### src/wsjs_pkg.sv
// Shared types and constants of the work-stealing job scheduler.
package wsjs_pkg;

    localparam int RingDepth = 64;
    localparam int MaxQueues = 8;
    localparam int JobBits   = 16;

    localparam int SlotW  = $clog2(RingDepth);
    localparam int PtrW   = SlotW + 1;
    localparam int QW     = $clog2(MaxQueues);
    localparam int AddrW  = QW + SlotW;
    localparam int CountW = $clog2(RingDepth + 1);
    localparam int ActW   = 4;

    typedef enum logic [1:0] {
        FUNC_PUSH_NEXT  = 2'd0,
        FUNC_PUSH_BATCH = 2'd1,
        FUNC_FLUSH      = 2'd2,
        FUNC_REQUEST    = 2'd3
    } t_func;

    typedef enum logic [1:0] {
        SRC_NONE  = 2'd0,
        SRC_OWN   = 2'd1,
        SRC_STEAL = 2'd2
    } t_source;

    typedef struct packed {
        logic [1:0]         func;
        logic [2:0]         worker;
        logic [JobBits-1:0] job;
    } t_cmd;

    typedef struct packed {
        logic               found;
        logic [JobBits-1:0] job_out;
        logic [1:0]         source;
        logic               overflow;
        logic [CountW-1:0]  moved;
    } t_result;

endpackage

### src/wsjs_if.sv
// Valid/ready channel interfaces for commands and results.
interface wsjs_cmd_if;
    logic            valid;
    logic            ready;
    wsjs_pkg::t_cmd  payload;
    modport source (output valid, output payload, input ready);
    modport sink   (input valid, input payload, output ready);
endinterface


### src/wsjs_front.sv
// Command front end: accepts requests and holds them in a two-entry queue.
module wsjs_front (
    input  logic           i_clk,
    input  logic           i_rst_n,
    wsjs_cmd_if.sink       i_cmd,
    output logic           o_valid,
    output wsjs_pkg::t_cmd o_cmd,
    input  logic           i_take
);
    wsjs_pkg::t_cmd r_q [2];
    logic           r_rd;
    logic           r_wr;
    logic [1:0]     r_cnt;
    logic           w_push;
    logic           w_pop;

    assign i_cmd.ready = (r_cnt != 2'd2);
    assign w_push = i_cmd.valid && i_cmd.ready;
    assign w_pop  = i_take && (r_cnt != 2'd0);
    assign o_valid = (r_cnt != 2'd0);
    assign o_cmd = r_q[r_rd];

    always_ff @(posedge i_clk) begin
        if (w_push) begin
            r_q[r_wr] <= i_cmd.payload;
        end
        if (!i_rst_n) begin
            r_rd  <= 1'b0;
            r_wr  <= 1'b0;
            r_cnt <= 2'd0;
        end else begin
            if (w_push) r_wr <= ~r_wr;
            if (w_pop)  r_rd <= ~r_rd;
            r_cnt <= r_cnt + {1'b0, w_push} - {1'b0, w_pop};
        end
    end
endmodule

### src/flat_wrapper.sv
// flat-port wrapper written by rule: the top's interface ports become plain ports
module wsjs_front_flat 
  (i_clk, i_rst_n, o_valid, o_cmd, i_take, i_cmd_valid, i_cmd_payload, i_cmd_ready);
  wsjs_cmd_if i_cmd_i ();
  input  logic i_clk;
  input  logic i_rst_n;
  output logic o_valid;
  output wsjs_pkg::t_cmd o_cmd;
  input  logic i_take;
  input wire logic [$bits(i_cmd_i.valid)-1:0] i_cmd_valid;
  input wire logic [$bits(i_cmd_i.payload)-1:0] i_cmd_payload;
  output wire logic [$bits(i_cmd_i.ready)-1:0] i_cmd_ready;
  assign i_cmd_i.valid = i_cmd_valid;
  assign i_cmd_i.payload = i_cmd_payload;
  assign i_cmd_ready = i_cmd_i.ready;
  wsjs_front u_core (.i_clk(i_clk), .i_rst_n(i_rst_n), .i_cmd(i_cmd_i), .o_valid(o_valid), .o_cmd(o_cmd), .i_take(i_take));
endmodule
### config.mk
export PLATFORM = sky130hd
export DESIGN_NAME = wsjs_front_flat
export DESIGN_NICKNAME = d
export VERILOG_FILES = /design/src/wsjs_pkg.sv /design/src/wsjs_if.sv /design/src/wsjs_front.sv /design/src/flat_wrapper.sv
export SDC_FILE = /design/constraint.sdc
export NUM_CORES = 1
export LEC_CHECK = 0
export BUFFER_PORTS_ARGS = -buffer_cell sky130_fd_sc_hd__buf_4
export CAP_MARGIN = 20
export CELL_PAD_IN_SITES_DETAIL_PLACEMENT = 0
export CELL_PAD_IN_SITES_GLOBAL_PLACEMENT = 1
export CORE_AREA = 3 3 71 73
export CTS_CLUSTER_SIZE = 40
export DETAILED_ROUTE_END_ITERATION = 10
export DIE_AREA = 0 0 74 76
export PLACE_DENSITY_LB_ADDON = 0.1
export SKIP_LAST_GASP = 1
export SLEW_MARGIN = 20
export SYNTH_ARGS = -nofsm -noshare
export SYNTH_HDL_FRONTEND = slang
export SYNTH_SLANG_ARGS = --single-unit
### constraint.sdc
create_clock -name i_clk -period 2.2 [get_ports i_clk]
set_input_delay 0.22 -clock i_clk [delete_from_list [all_inputs] [get_ports i_clk]]
set_output_delay 0.22 -clock i_clk [all_outputs]
set_load 0.01 [all_outputs]
# == Yosys cells after proc, flatten, opt, wreduce, memory -nomap -nowiden ==
# Memory sizes are Yosys's and may differ from the RTL's. A register that Yosys moved wholly into a read port is not among the register bits.
# Index checks and enable logic that the tools add are counted.
# W data, S select, Z words.
# op_classes
n_eq_ne,1
shifts,0
n_bitwise,2
addsub,2
mux,4
n_mul,0
reduce_logical,3
n_div,0
order_cmp,0
# op_table
op,n
$mux W1,4
$add A2 B1 Y2,1
$logic_and A1 B1 Y1,2
$ne A2 B2 Y1 const B,1
$not A1 Y1,2
$reduce_bool A2 Y1,1
$sub A2 B1 Y2,1
# word_totals
ramBits,42
n_memories,1
register_bits,4
latchBits,0
word_cells,16
rom_bits,0
# memory_table
memory,words,word_bits,rd,rd_ports_with_merged_regs,wr,line_no,source
u_core.r_q,2,21,1,1,1,wsjs_front.sv:10,wsjs_pkg::t_cmd r_q [2];

# == Logic depth before layout (Yosys ltp) ==
# Gate-level depths: netlist (run 1).
# logic_depth
ltp_word,4
mapped_depth,7
ltp_nobuf,7

# == Worst setup path after synthesis (run 1) ==
# Ideal clock, no wire load.
# synth_timing
kind,register to register
start,register u_core.r_cnt[0]
end,"memory u_core.r_q[0][0] in the netlist's numbering, enable pin"
required_time_ps,1799
synth_period_minus_slack_ps,2097
setup_ps,401
path_slack_ps,103
arrival_time_ps,1696
path_stages_with_launch,4
path_cell_list,dfxtp_1 > nand2b_1 > and2_4 > nor2b_1
# synth_between
elab_chain_cells,4
# synth_lines
element,line_no,source
start: declaration,wsjs_front.sv:13,logic [1:0] r_cnt;
start signal: assignment,wsjs_front.sv:34,"r_cnt <= r_cnt + {1'b0, w_push} - {1'b0, w_pop};"
$ne A2 B2 Y1,wsjs_front.sv:17,assign i_cmd.ready = (r_cnt != 2'd2);
named net i_cmd_ready,flat_wrapper.sv:12,output wire logic [$bits(i_cmd_i.ready)-1:0] i_cmd_ready;
$logic_and A1 B1 Y1,wsjs_front.sv:18,assign w_push = i_cmd.valid && i_cmd.ready;
named net u_core.w_push,wsjs_front.sv:14,logic w_push;
$mux W1,wsjs_front.sv:24,if (w_push) begin
$mux W1 (implied by the code),wsjs_front.sv:25,r_q[r_wr] <= i_cmd.payload;
end: declaration,wsjs_front.sv:10,
# The timed path passes the listed nets, and every way through them passes these cells.

# == Worst setup path in the final report (run 1) ==
# layout_timing
start,register u_core.r_cnt[1]
end,register u_core.r_cnt[1]
# layout_between
elab_cells_between_ends,6
cone_classes,add/sub (2); eq/ne (1); reduce/logical (3)
# layout_lines
element,line_no,source
$reduce_bool A2 Y1,wsjs_front.sv:19,assign w_pop = i_take && (r_cnt != 2'd0);
$logic_and A1 B1 Y1,wsjs_front.sv:19,
named net u_core.w_pop,wsjs_front.sv:15,logic w_pop;
$sub A2 B1 Y2,wsjs_front.sv:34,
# The timed path passes the listed nets, and every way through them passes these cells.
# A chain may end at the register's enable or synchronous reset.

==> impl_metrics.yaml, run 1 <==
status:
  outcome: "finished, final reports clean"
worst_setup_path:
  path_class: "reg -> reg"
  crit_chain: "o21a_1 -> ha_1 -> inv_1 -> ha_1 -> xor2_1 -> xnor2_1 -> nor2_1"
  crit_arrival_ns: 1.79
  cp_num_cells: 7
  slowest_stage: "dfxtp_1"
  worstRegToRegCells: 7
  crit_family: "adder cells"
  critPathMaxFanout: 4
  startpoint_type: "register"
  end_kind: "register"
  path_buf_inv: 1
  slowest_delay_ns: 0.35
  critPathRequiredTime_ns: 2.39
  crit_path_frequent_cell: "ha_1"
synth:
  ys_seq_elements: 47
  synth.area.mux_share: 0.135
  yosys-top-cells-area: "edfxtp_1, mux2_2, dfxtp_1"
  synthSimpleGateAreaFrac: 0.0364
  yosysSeqAreaShare: 0.777
  syn-num-nets: 118
  synth_top_cell_by_area: "edfxtp_1"
  synthDistinctLibCells: 19
  syn_area_mm2: 0.00175
  synth_top_family_by_area: "multiplexers"
  synth_top_area_frac: 0.720
  ys_warn_count: 0
  syn_inst: 91
  synth_xor_area_frac: 0.0150
  synth_compound_gate_area_share: 0.00714
  syn_avg_cell_area_um2: 19.2
  synth_fa_ha_area_frac: 0.0143
sta:
  max_slew_margin: 0.864
  hold-worst-slack_ns: 0.104
  fmax_mhz: 628
  fin_crit_ns: 1.59
  finClkSkew_ns: 0.00291
  setup-tns-final_ns: 0
  timing.final.crit_share: 0.724
  setup_violations: 0
  worst_pin_slew_ns: 0.203
  setup_ws_ns: 0.608
  drv_slew: 0
  rsz0062_at_grt: "no"
  hold_violations: 0
grt:
  overflow: 0
  grt_pass1_vias: 1032
  grt_use_total: 0.114
  antenna_found_initial: 0
  grt_pass1_wl_mm: 4.69
  grt_max_degree: 15
clock_network:
  cts.clk_slew.worst_paths_ns: 0.08
  htree_levels: 2
  postCtsSetupBuffers: 0
  tritoncts: "yes"
  numCtsBuffers: 5
  cts_resized: 0
  clk_path_buf_depth: 2
  cts_root_buf: "clkbuf_8"
  clock-sinks: 47
  cts_hold_buf: 0
  clock_latency_ns: 0.30
pwr:
  p_comb_frac: 0.312
  switching_share: 0.259
  p_total_uw: 2580
  clkPwrFrac: 0.231
  p_sw_uw: 668
  p_per_area_mw_per_mm2: 1120
  p_leak_uw: 0.000898
  p_seq_frac: 0.457
  ir_drop_uv: 534
  p_int_uw: 1910
finish:
  drive_above_1_share: 0.560
  nFillCells: 368
  final_cell_mix: "buf_4, edfxtp_1, mux2_2, dfxtp_1, clkbuf_8"
  fin_cells: 202
  syn_to_final_growth_pct: 31.9
  layout_commonest_cell: "buf_4"
  register_area_mm2: 0.00136
  finish.net_count: 176
  multi_input_area_um2: 367
  diodes: 0
drt:
  drc: 0
  first_iter_violations: 35
  via_per_inst: 4.63
  vias: 935
  first_pass_iters: 2
  routedWlPerCell_um: 14.7
  ant_nets: 0
  wirelength_mm: 2.96
die:
  die_area_mm2: 0.00562
  die_w_um: 74
  die_h_um: 76
  initial_core_util: 0.397
  num_rows: 24
  core_mm2: 0.00441
  io-pin-count: 48
place:
  place_ws_ns: 0.600
  port_buffers: 47
  dpl.cell_count: 194
  place.gp.congestion: 0.698
worst_hold_path:
  hold_class: "in -> reg"
  whs_path_depth: 1
job:
  drv_cap: 0
## power groups by stage
stage               registers, µW  clock network [µW]  logic (µW)
finish                       1180                 597         804
global route                 1190                 662         873
CTS                          1180                 614         826
detailed placement           1200                   0         823
global placement             1190                   0         804
floorplan                    1190                   0         453
## final timing paths
kind / startpoint / end / slack [ns]
max: u_core.r_cnt[1] / u_core.r_cnt[1] / 0.61
min: i_cmd_payload[19] / u_core.r_q[1][19] / 0.10
max reg2reg: u_core.r_cnt[1] / u_core.r_cnt[1] / 0.61
min reg2reg: u_core.r_wr / u_core.r_wr / 0.48
## through the flow
step / utilization / area [µm²]
after floorplan: - / 1750
after global placement: 0.499 / 2200
after detailed placement: 0.499 / 2200
after CTS: 0.523 / 2310
after global routing: 0.523 / 2310
final: 0.523 / 2310
## area by class of cell
cell class / instances / area share
sequential: 47 / 0.589
timing repair buffer: 53 / 0.172
multi-input combinational: 39 / 0.159
clock buffer: 5 / 0.0298
tap: 52 / 0.0282
clock inverter: 3 / 0.0168
inverter: 3 / 0.00488
## cells in the mapped netlist
cell type	count
and2_1	1
inv_1	3
ha_1	2
xnor2_1	2
and2_4	1
mux2_2	21
o21a_1	1
nor2_1	3
nand2b_1	1
buf_4	2
o21ai_1	1
nand2_1	1
or2_2	1
nand4b_1	1
xor2_1	1
and3_1	1
nor2b_1	1
edfxtp_1	42
dfxtp_1	5
## kinds of logic after synthesis
group,count (synthesis)
AOI/OAI and AO/OA,2
buffers and inverters,5
adders and majority gates,2
and+or+nand+nor,11
xor gates and xnor gates,3
muxes,21
DFF,47
## flip-flops by register name, summed over array words and instances (netlist names), named ones only
register,count
u_core.r_rd,1
u_core.r_cnt,2
u_core.r_q,42
u_core.r_wr,1
## worst reg2reg max path, cell delays in order, from the launching register on
cell	delay, ns
dfxtp_1	0.35
o21a_1	0.21
ha_1	0.30
inv_1	0.06
ha_1	0.16
xor2_1	0.20
xnor2_1	0.15
nor2_1	0.05
## metal layers
layer  global-route usage  vias to the layer above  share of wire
met5                    0                        -              0
met4               0.0435                        0          0.016
met3               0.0541                        5          0.078
met2                0.192                       30           0.53
met1                0.120                      445           0.38
li1                     -                      455              -
Power figures use the tool's default switching activity.
==> inputs of run 2 (changes only) <==
- ABC_AREA: unset -> 1
- CORE_AREA: 3 3 71 73 -> 3 3 72 74
- DIE_AREA: 0 0 74 76 -> 0 0 75 77
- clock period: 2.2 -> 1.53 ns (I/O delays scaled with it)
==> run 2 against run 1 <==
Compared with the run above: core utilization fell by 0.22 points; via count grew 8.0%; worst hold slack worse by 0.064 ns; power up 54%; clock power increased by 73%; synthesized cell count up 12%; count of clock-buffer cells in the layout up 1; global-route usage down 0.63 points; flip-flop and latch count unchanged.
==> impl_metrics.yaml, run 2 <==
place:
  placed_area_mm2: 0.00229
  place.gp.congestion: 0.608
  port_buffers: 47
  place_hpwl_mm: 2.20
  place_ws_ns: 0.0852
pwr:
  p_leak_uw: 0.00101
  ir_drop_uv: 736
  p_per_area_mw_per_mm2: 1630
grt:
  grt-busiest-layer: "met2"
  antenna_found_initial: 0
  overflow: 0
  grt_pass1_wl_mm: 4.52
  grt_max_degree: 15
  grt_use_total: 0.107
  grt_use_met2: 0.186
  grt_pass1_vias: 1020
  met3_usage: 0.0406
  grt_use_met1: 0.114
clock_network:
  clock_latency_ns: 0.29
  postCtsSetupBuffers: 0
  numCtsBuffers: 5
  htree_levels: 2
  cts_hold_buf: 0
  clock-sinks: 47
  cts_root_buf: "clkbuf_8"
  clk_path_buf_depth: 2
  tritoncts: "yes"
  cts.clk_slew.worst_paths_ns: 0.08
die:
  initial_core_util: 0.395
  core_mm2: 0.00466
  die_w_um: 75
  io-pin-count: 48
  num_rows: 25
  die_area_mm2: 0.00578
  die_h_um: 77
finish:
  register_area_mm2: 0.00136
  finish.net_count: 187
  syn_to_final_growth_pct: 32.0
  nFillCells: 412
  drive_above_1_share: 0.528
  largest_register_ff_count: 42
  final_cell_area_mm2: 0.00243
  diodes: 0
  final_cell_mix: "buf_4, edfxtp_1, mux2_4, nand2_1, inv_1"
  top_register: "u_core.r_q"
  top_regs: "u_core.r_q: 42 flops, u_core.r_cnt: 2 flops"
  layout_commonest_cell: "buf_4"
  multi_input_area_um2: 438
worst_hold_path:
  whs_path_depth: 1
  min_from: "i_cmd_payload[6]"
  whs_endpoint: "u_core.r_q[0][6]"
  hold_class: "in -> reg"
worst_setup_path:
  r2r-start: "u_core.r_cnt[1]"
  rr_endpoint: "u_core.r_cnt[1]"
  crit_arrival_ns: 1.34
  slowest_delay_ns: 0.33
  crit_chain: "buf_4 -> mux2_4 -> buf_4"
  slowest_stage: "dfxtp_1"
  crit_path_frequent_cell: "buf_4"
  end_kind: "output pin"
  startpoint_type: "register"
  critPathRequiredTime_ns: 1.38
  worstRegToRegCells: 9
  r2r_setup_slack_ns: 0.06
  path_class: "reg -> out"
  critPathMaxFanout: 12
sta:
  finClkSkew_ns: 0.00815
  hold-worst-slack_ns: 0.0400
  timing.final.crit_share: 0.978
  setup_ws_ns: 0.0334
  setup-tns-final_ns: 0
  fmax_mhz: 668
  fin_crit_ns: 1.50
  max_slew_margin: 0.843
  setup_violations: 0
  worst_pin_slew_ns: 0.235
  hold_violations: 0
  rsz0062_at_grt: "yes"
  drv_slew: 0
synth:
  synthDistinctLibCells: 11
  synth_top_cell_by_area: "edfxtp_1"
  synth_top_area_frac: 0.686
  ys_seq_elements: 47
  syn_area_mm2: 0.00184
  synth.most_common_cell: "edfxtp_1"
  yosys-top-cells-area: "edfxtp_1, mux2_4, dfxtp_1"
  synth_enable_flop_cells: 42
  synth-main-ff-cell: "edfxtp_1"
  ys_warn_count: 0
  yosysSeqAreaShare: 0.740
  syn_inst: 102
  syn_avg_cell_area_um2: 18.0
  syn-num-nets: 129
  async_flop_share: 0
  synthTopCellsByCount: "edfxtp_1, mux2_4, nand2_1"
drt:
  first_iter_violations: 65
  wirelength_mm: 3.03
  drc: 0
  first_pass_iters: 4
  via_per_inst: 4.70
  routedWlPerCell_um: 14.1
  vias: 1010
  ant_nets: 0
job:
  drv_cap: 0
status:
  outcome: "finished, final reports clean"
-- run 2: changes by cell type after synthesis, sizes merged, moves of 2 or more --
| cell | change |
|---|---|
| a21oi | +2 |
| nand3 | +3 |
| nand2 | +8 |
| xnor2 | -2 |
| nor2 | +5 |
| inv | +5 |
| and2 | -2 |
-- run 2: timing repair --
action | 4_1_cts | 5_1_grt
pin swaps | 0 | 1
gates resized for setup | 0 | 3
endpoints found under the setup margin | 1 | 14
-- run 2: power by group --
part | internal, µW | switching (µW) | total, µW
Sequential | 1640 | 72.2 | 1710
Combinational | 656 | 561 | 1220
Clock | 653 | 380 | 1030
Total | 2950 | 1010 | 3960
-- run 2: stage by stage --
stage                     total power, µW  utilization  std cells
after floorplan                      2460            -        102
after global placement               2920        0.491        207
after detailed placement             2970        0.491        207
after CTS                            4000        0.520        215
after global routing                 4170        0.521        215
final                                3960        0.521        215
-- run 2: cells by family after synthesis --
kind of cell             Yosys count  synth area share
flip-flops                        47             0.740
adder cells (fa/ha/maj)            2            0.0136
multiplexers                      21             0.169
buffers and inverters             10            0.0286
AO/OA/AOI/OAI                      2           0.00544
AND/OR/NAND/NOR                   20            0.0429
-- run 2: how the worst max path moves through the flow --
| stage | from | endpoint | slack [ns] | depth (start not counted) |
|---|---|---|---|---|
| floorplan | u_core.r_cnt[0] | u_core.r_q[1][0] | 0.10 | 4 |
| global placement | u_core.r_cnt[1] | u_core.r_cnt[1] | 0.22 | 8 |
| detailed placement | u_core.r_cnt[1] | u_core.r_cnt[1] | 0.09 | 8 |
| CTS | register | o_cmd[15] | -0.0008 | 3 |
| global route | u_core.r_cnt[0] | u_core.r_cnt[1] | -0.04 | 9 |
| finish | register | o_cmd[18] | 0.03 | 3 |
-- run 2: per-layer routing --
layer	vias up	wire (µm)	part of all wire
li1	487	-	-
met1	487	1160	0.38
met2	31	1620	0.54
met3	5	193	0.064
met4	0	49	0.016
met5	-	0	0
-- run 2: critical path: cells and delay by family, from the launching register on --
family | cells | cell delay, ns
buffers and inverters | 2 | 0.40
DFF | 1 | 0.33
muxes | 1 | 0.32
-- run 2: area by class of cell --
cell class / count / area share
inverter: 8 / 0.0124
clock buffer: 6 / 0.0299
timing repair buffer: 53 / 0.164
multi-input combinational: 45 / 0.180
tap: 54 / 0.0278
sequential: 47 / 0.561
clock inverter: 2 / 0.0247
==> inputs of run 3 (changes only) <==
- CAP_MARGIN: 20 -> 40
- CORE_AREA: 3 3 72 74 -> 3 3 100 54
- DIE_AREA: 0 0 75 77 -> 0 0 103 57
==> run 3 against run 2 <==
Compared with the run above: setup slack improved by 0.018 ns; critical path type unchanged; final area increased by 1.1%; non-clock buffer count decreased by 1; largest cell class unchanged.
==> impl_metrics.yaml, run 3 (synthesis results as in run 2) <==
clock_network:
  postCtsSetupBuffers: 0
  clock_latency_ns: 0.29
  clk_path_buf_depth: 2
  numCtsBuffers: 5
  cts_hold_buf: 0
  htree_levels: 2
  cts.clk_slew.worst_paths_ns: 0.09
  cts_root_buf: "clkbuf_8"
  tritoncts: "yes"
  clock-sinks: 47
worst_setup_path:
  r2r-start: "u_core.r_cnt[1]"
  worstRegToRegCells: 9
  r2r_setup_slack_ns: 0.17
  end_kind: "output pin"
  crit_arrival_ns: 1.33
  path_class: "reg -> out"
  rr_endpoint: "u_core.r_cnt[1]"
  slowest_stage: "dfxtp_4"
  critPathRequiredTime_ns: 1.38
  slowest_delay_ns: 0.42
  startpoint_type: "register"
  critPathMaxFanout: 10
  crit_chain: "buf_16 -> mux2_4 -> buf_4"
pwr:
  p_comb_frac: 0.347
  switching_share: 0.278
  ir_drop_uv: 844
  p_leak_uw: 0.00101
  p_total_uw: 3750
  p_int_uw: 2710
  p_sw_uw: 1040
  p_seq_frac: 0.461
  clkPwrFrac: 0.192
  p_per_area_mw_per_mm2: 1530
finish:
  final_cell_mix: "buf_4, edfxtp_1, mux2_4, nand2_1, inv_1"
  drive_above_1_share: 0.519
  top_regs: "u_core.r_q: 42 flops, u_core.r_cnt: 2 flops"
  postLayoutCoreUtil: 0.550
  syn_to_final_growth_pct: 33.5
  largest_register_ff_count: 42
  top_register: "u_core.r_q"
  layout_commonest_cell: "buf_4"
  diodes: 0
  finish.net_count: 186
place:
  place_hpwl_mm: 1.97
  place.gp.congestion: 0.704
  port_buffers: 47
sta:
  worst_pin_slew_ns: 0.154
  fin_crit_ns: 1.48
  fmax_mhz: 677
  max_slew_margin: 0.897
  timing.final.crit_share: 0.966
  setup_violations: 0
  setup-tns-final_ns: 0
  drv_slew: 0
  hold_violations: 0
  rsz0062_at_grt: "yes"
  finClkSkew_ns: 0.00644
drt:
  ant_nets: 0
  first_pass_iters: 3
  wl_met2_mm: 1.50
  wl_met3_um: 177
  dr.max_layer_used: "met4"
  vias: 990
  via_per_inst: 4.56
  wirelength_mm: 3.12
  m1WireLength_mm: 1.40
  first_iter_violations: 34
  routedWlPerCell_um: 14.4
  drc: 0
die:
  num_rows: 17
  die_area_mm2: 0.00587
  die_h_um: 57
  initial_core_util: 0.412
  core_mm2: 0.00447
  die_w_um: 103
  io-pin-count: 48
grt:
  grt_pass1_vias: 975
  grt_use_total: 0.109
  overflow: 0
  grt_max_degree: 22
  antenna_found_initial: 0
  grt_pass1_wl_mm: 4.62
worst_hold_path:
  whs_path_depth: 1
  hold_class: "in -> reg"
  whs_endpoint: "u_core.r_q[1][10]"
  min_from: "i_cmd_payload[10]"
job:
  drv_cap: 0
status:
  outcome: "finished, final reports clean"
run 3: changes by cell type in the layout (fill, tap and decap cells not counted):
cell / previous run / this run
buf_4: 53 / 47
buf_12: 0 / 3
bufinv_16: 2 / 0
nor2_1: 5 / 7
nor2_2: 2 / 0
buf_16: 0 / 1
clkbuf_1: 1 / 0
clkbuf_16: 0 / 1
clkinv_1: 0 / 1
clkinv_4: 0 / 1
clkinvlp_4: 0 / 1
dfxtp_1: 4 / 3
dfxtp_4: 0 / 1
run 3: power groups by stage:
stage	Sequential, µW	Combinational (µW)	Clock (µW)
5_1_grt	1750	1420	818
3_5_place_dp	1740	1250	0
3_3_place_gp	1730	1240	0
4_1_cts	1730	1300	759
6_report	1730	1300	720
2_1_floorplan	1730	737	0
run 3: layout make-up:
cell class                 count  area, µm²
fill                         382       2010
sequential                    47       1370
timing repair buffer          52        465
multi-input combinational     45        433
tap                           57       71.3
clock buffer                   5       68.8
inverter                       8       30.0
clock inverter                 3       20.0
run 3: how the worst max path moves through the flow:
stage | endpoint | slack, ns | depth (start not counted)
6_report | o_cmd[4] | 0.05 | 3
5_1_grt | u_core.r_cnt[1] | -0.002 | 9
4_1_cts | o_cmd[20] | 0.02 | 3
3_5_place_dp | u_core.r_cnt[1] | 0.16 | 10
3_3_place_gp | u_core.r_cnt[1] | 0.20 | 8
2_1_floorplan | u_core.r_q[1][0] | 0.10 | 4
run 3: through the flow:
step	setup slack (ns)	instance area (µm²)	std cells	hold slack, ns
3_3_place_gp	0.201	2310	207	0.338
2_1_floorplan	0.100	1850	102	0.246
6_report	0.0518	2450	217	0.0361
5_1_grt	-0.00214	2450	217	0.0106
4_1_cts	0.0210	2430	216	0.0222
3_5_place_dp	0.158	2310	207	0.341
run 3: timing repair:
| item | in CTS | in global routing |
|---|---|---|
| setup endpoints to repair | 1 | 2 |
| gates cloned | 1 | 1 |
| gates resized for setup | 3 | 1 |
| hold endpoints to repair | 0 | 0 |
run 3: critical path: cells and delay by family, from the launching register on:
kind     cells  cell delay (ns)
buf+inv      2             0.31
flops        1             0.42
mux          1             0.30
run 3: per-layer routing:
layer  global-route usage  vias to the layer above
met4               0.0387                        0
met1                0.132                      477
met5                    0                        -
li1                     -                      483
met3               0.0452                        5
met2                0.174                       25
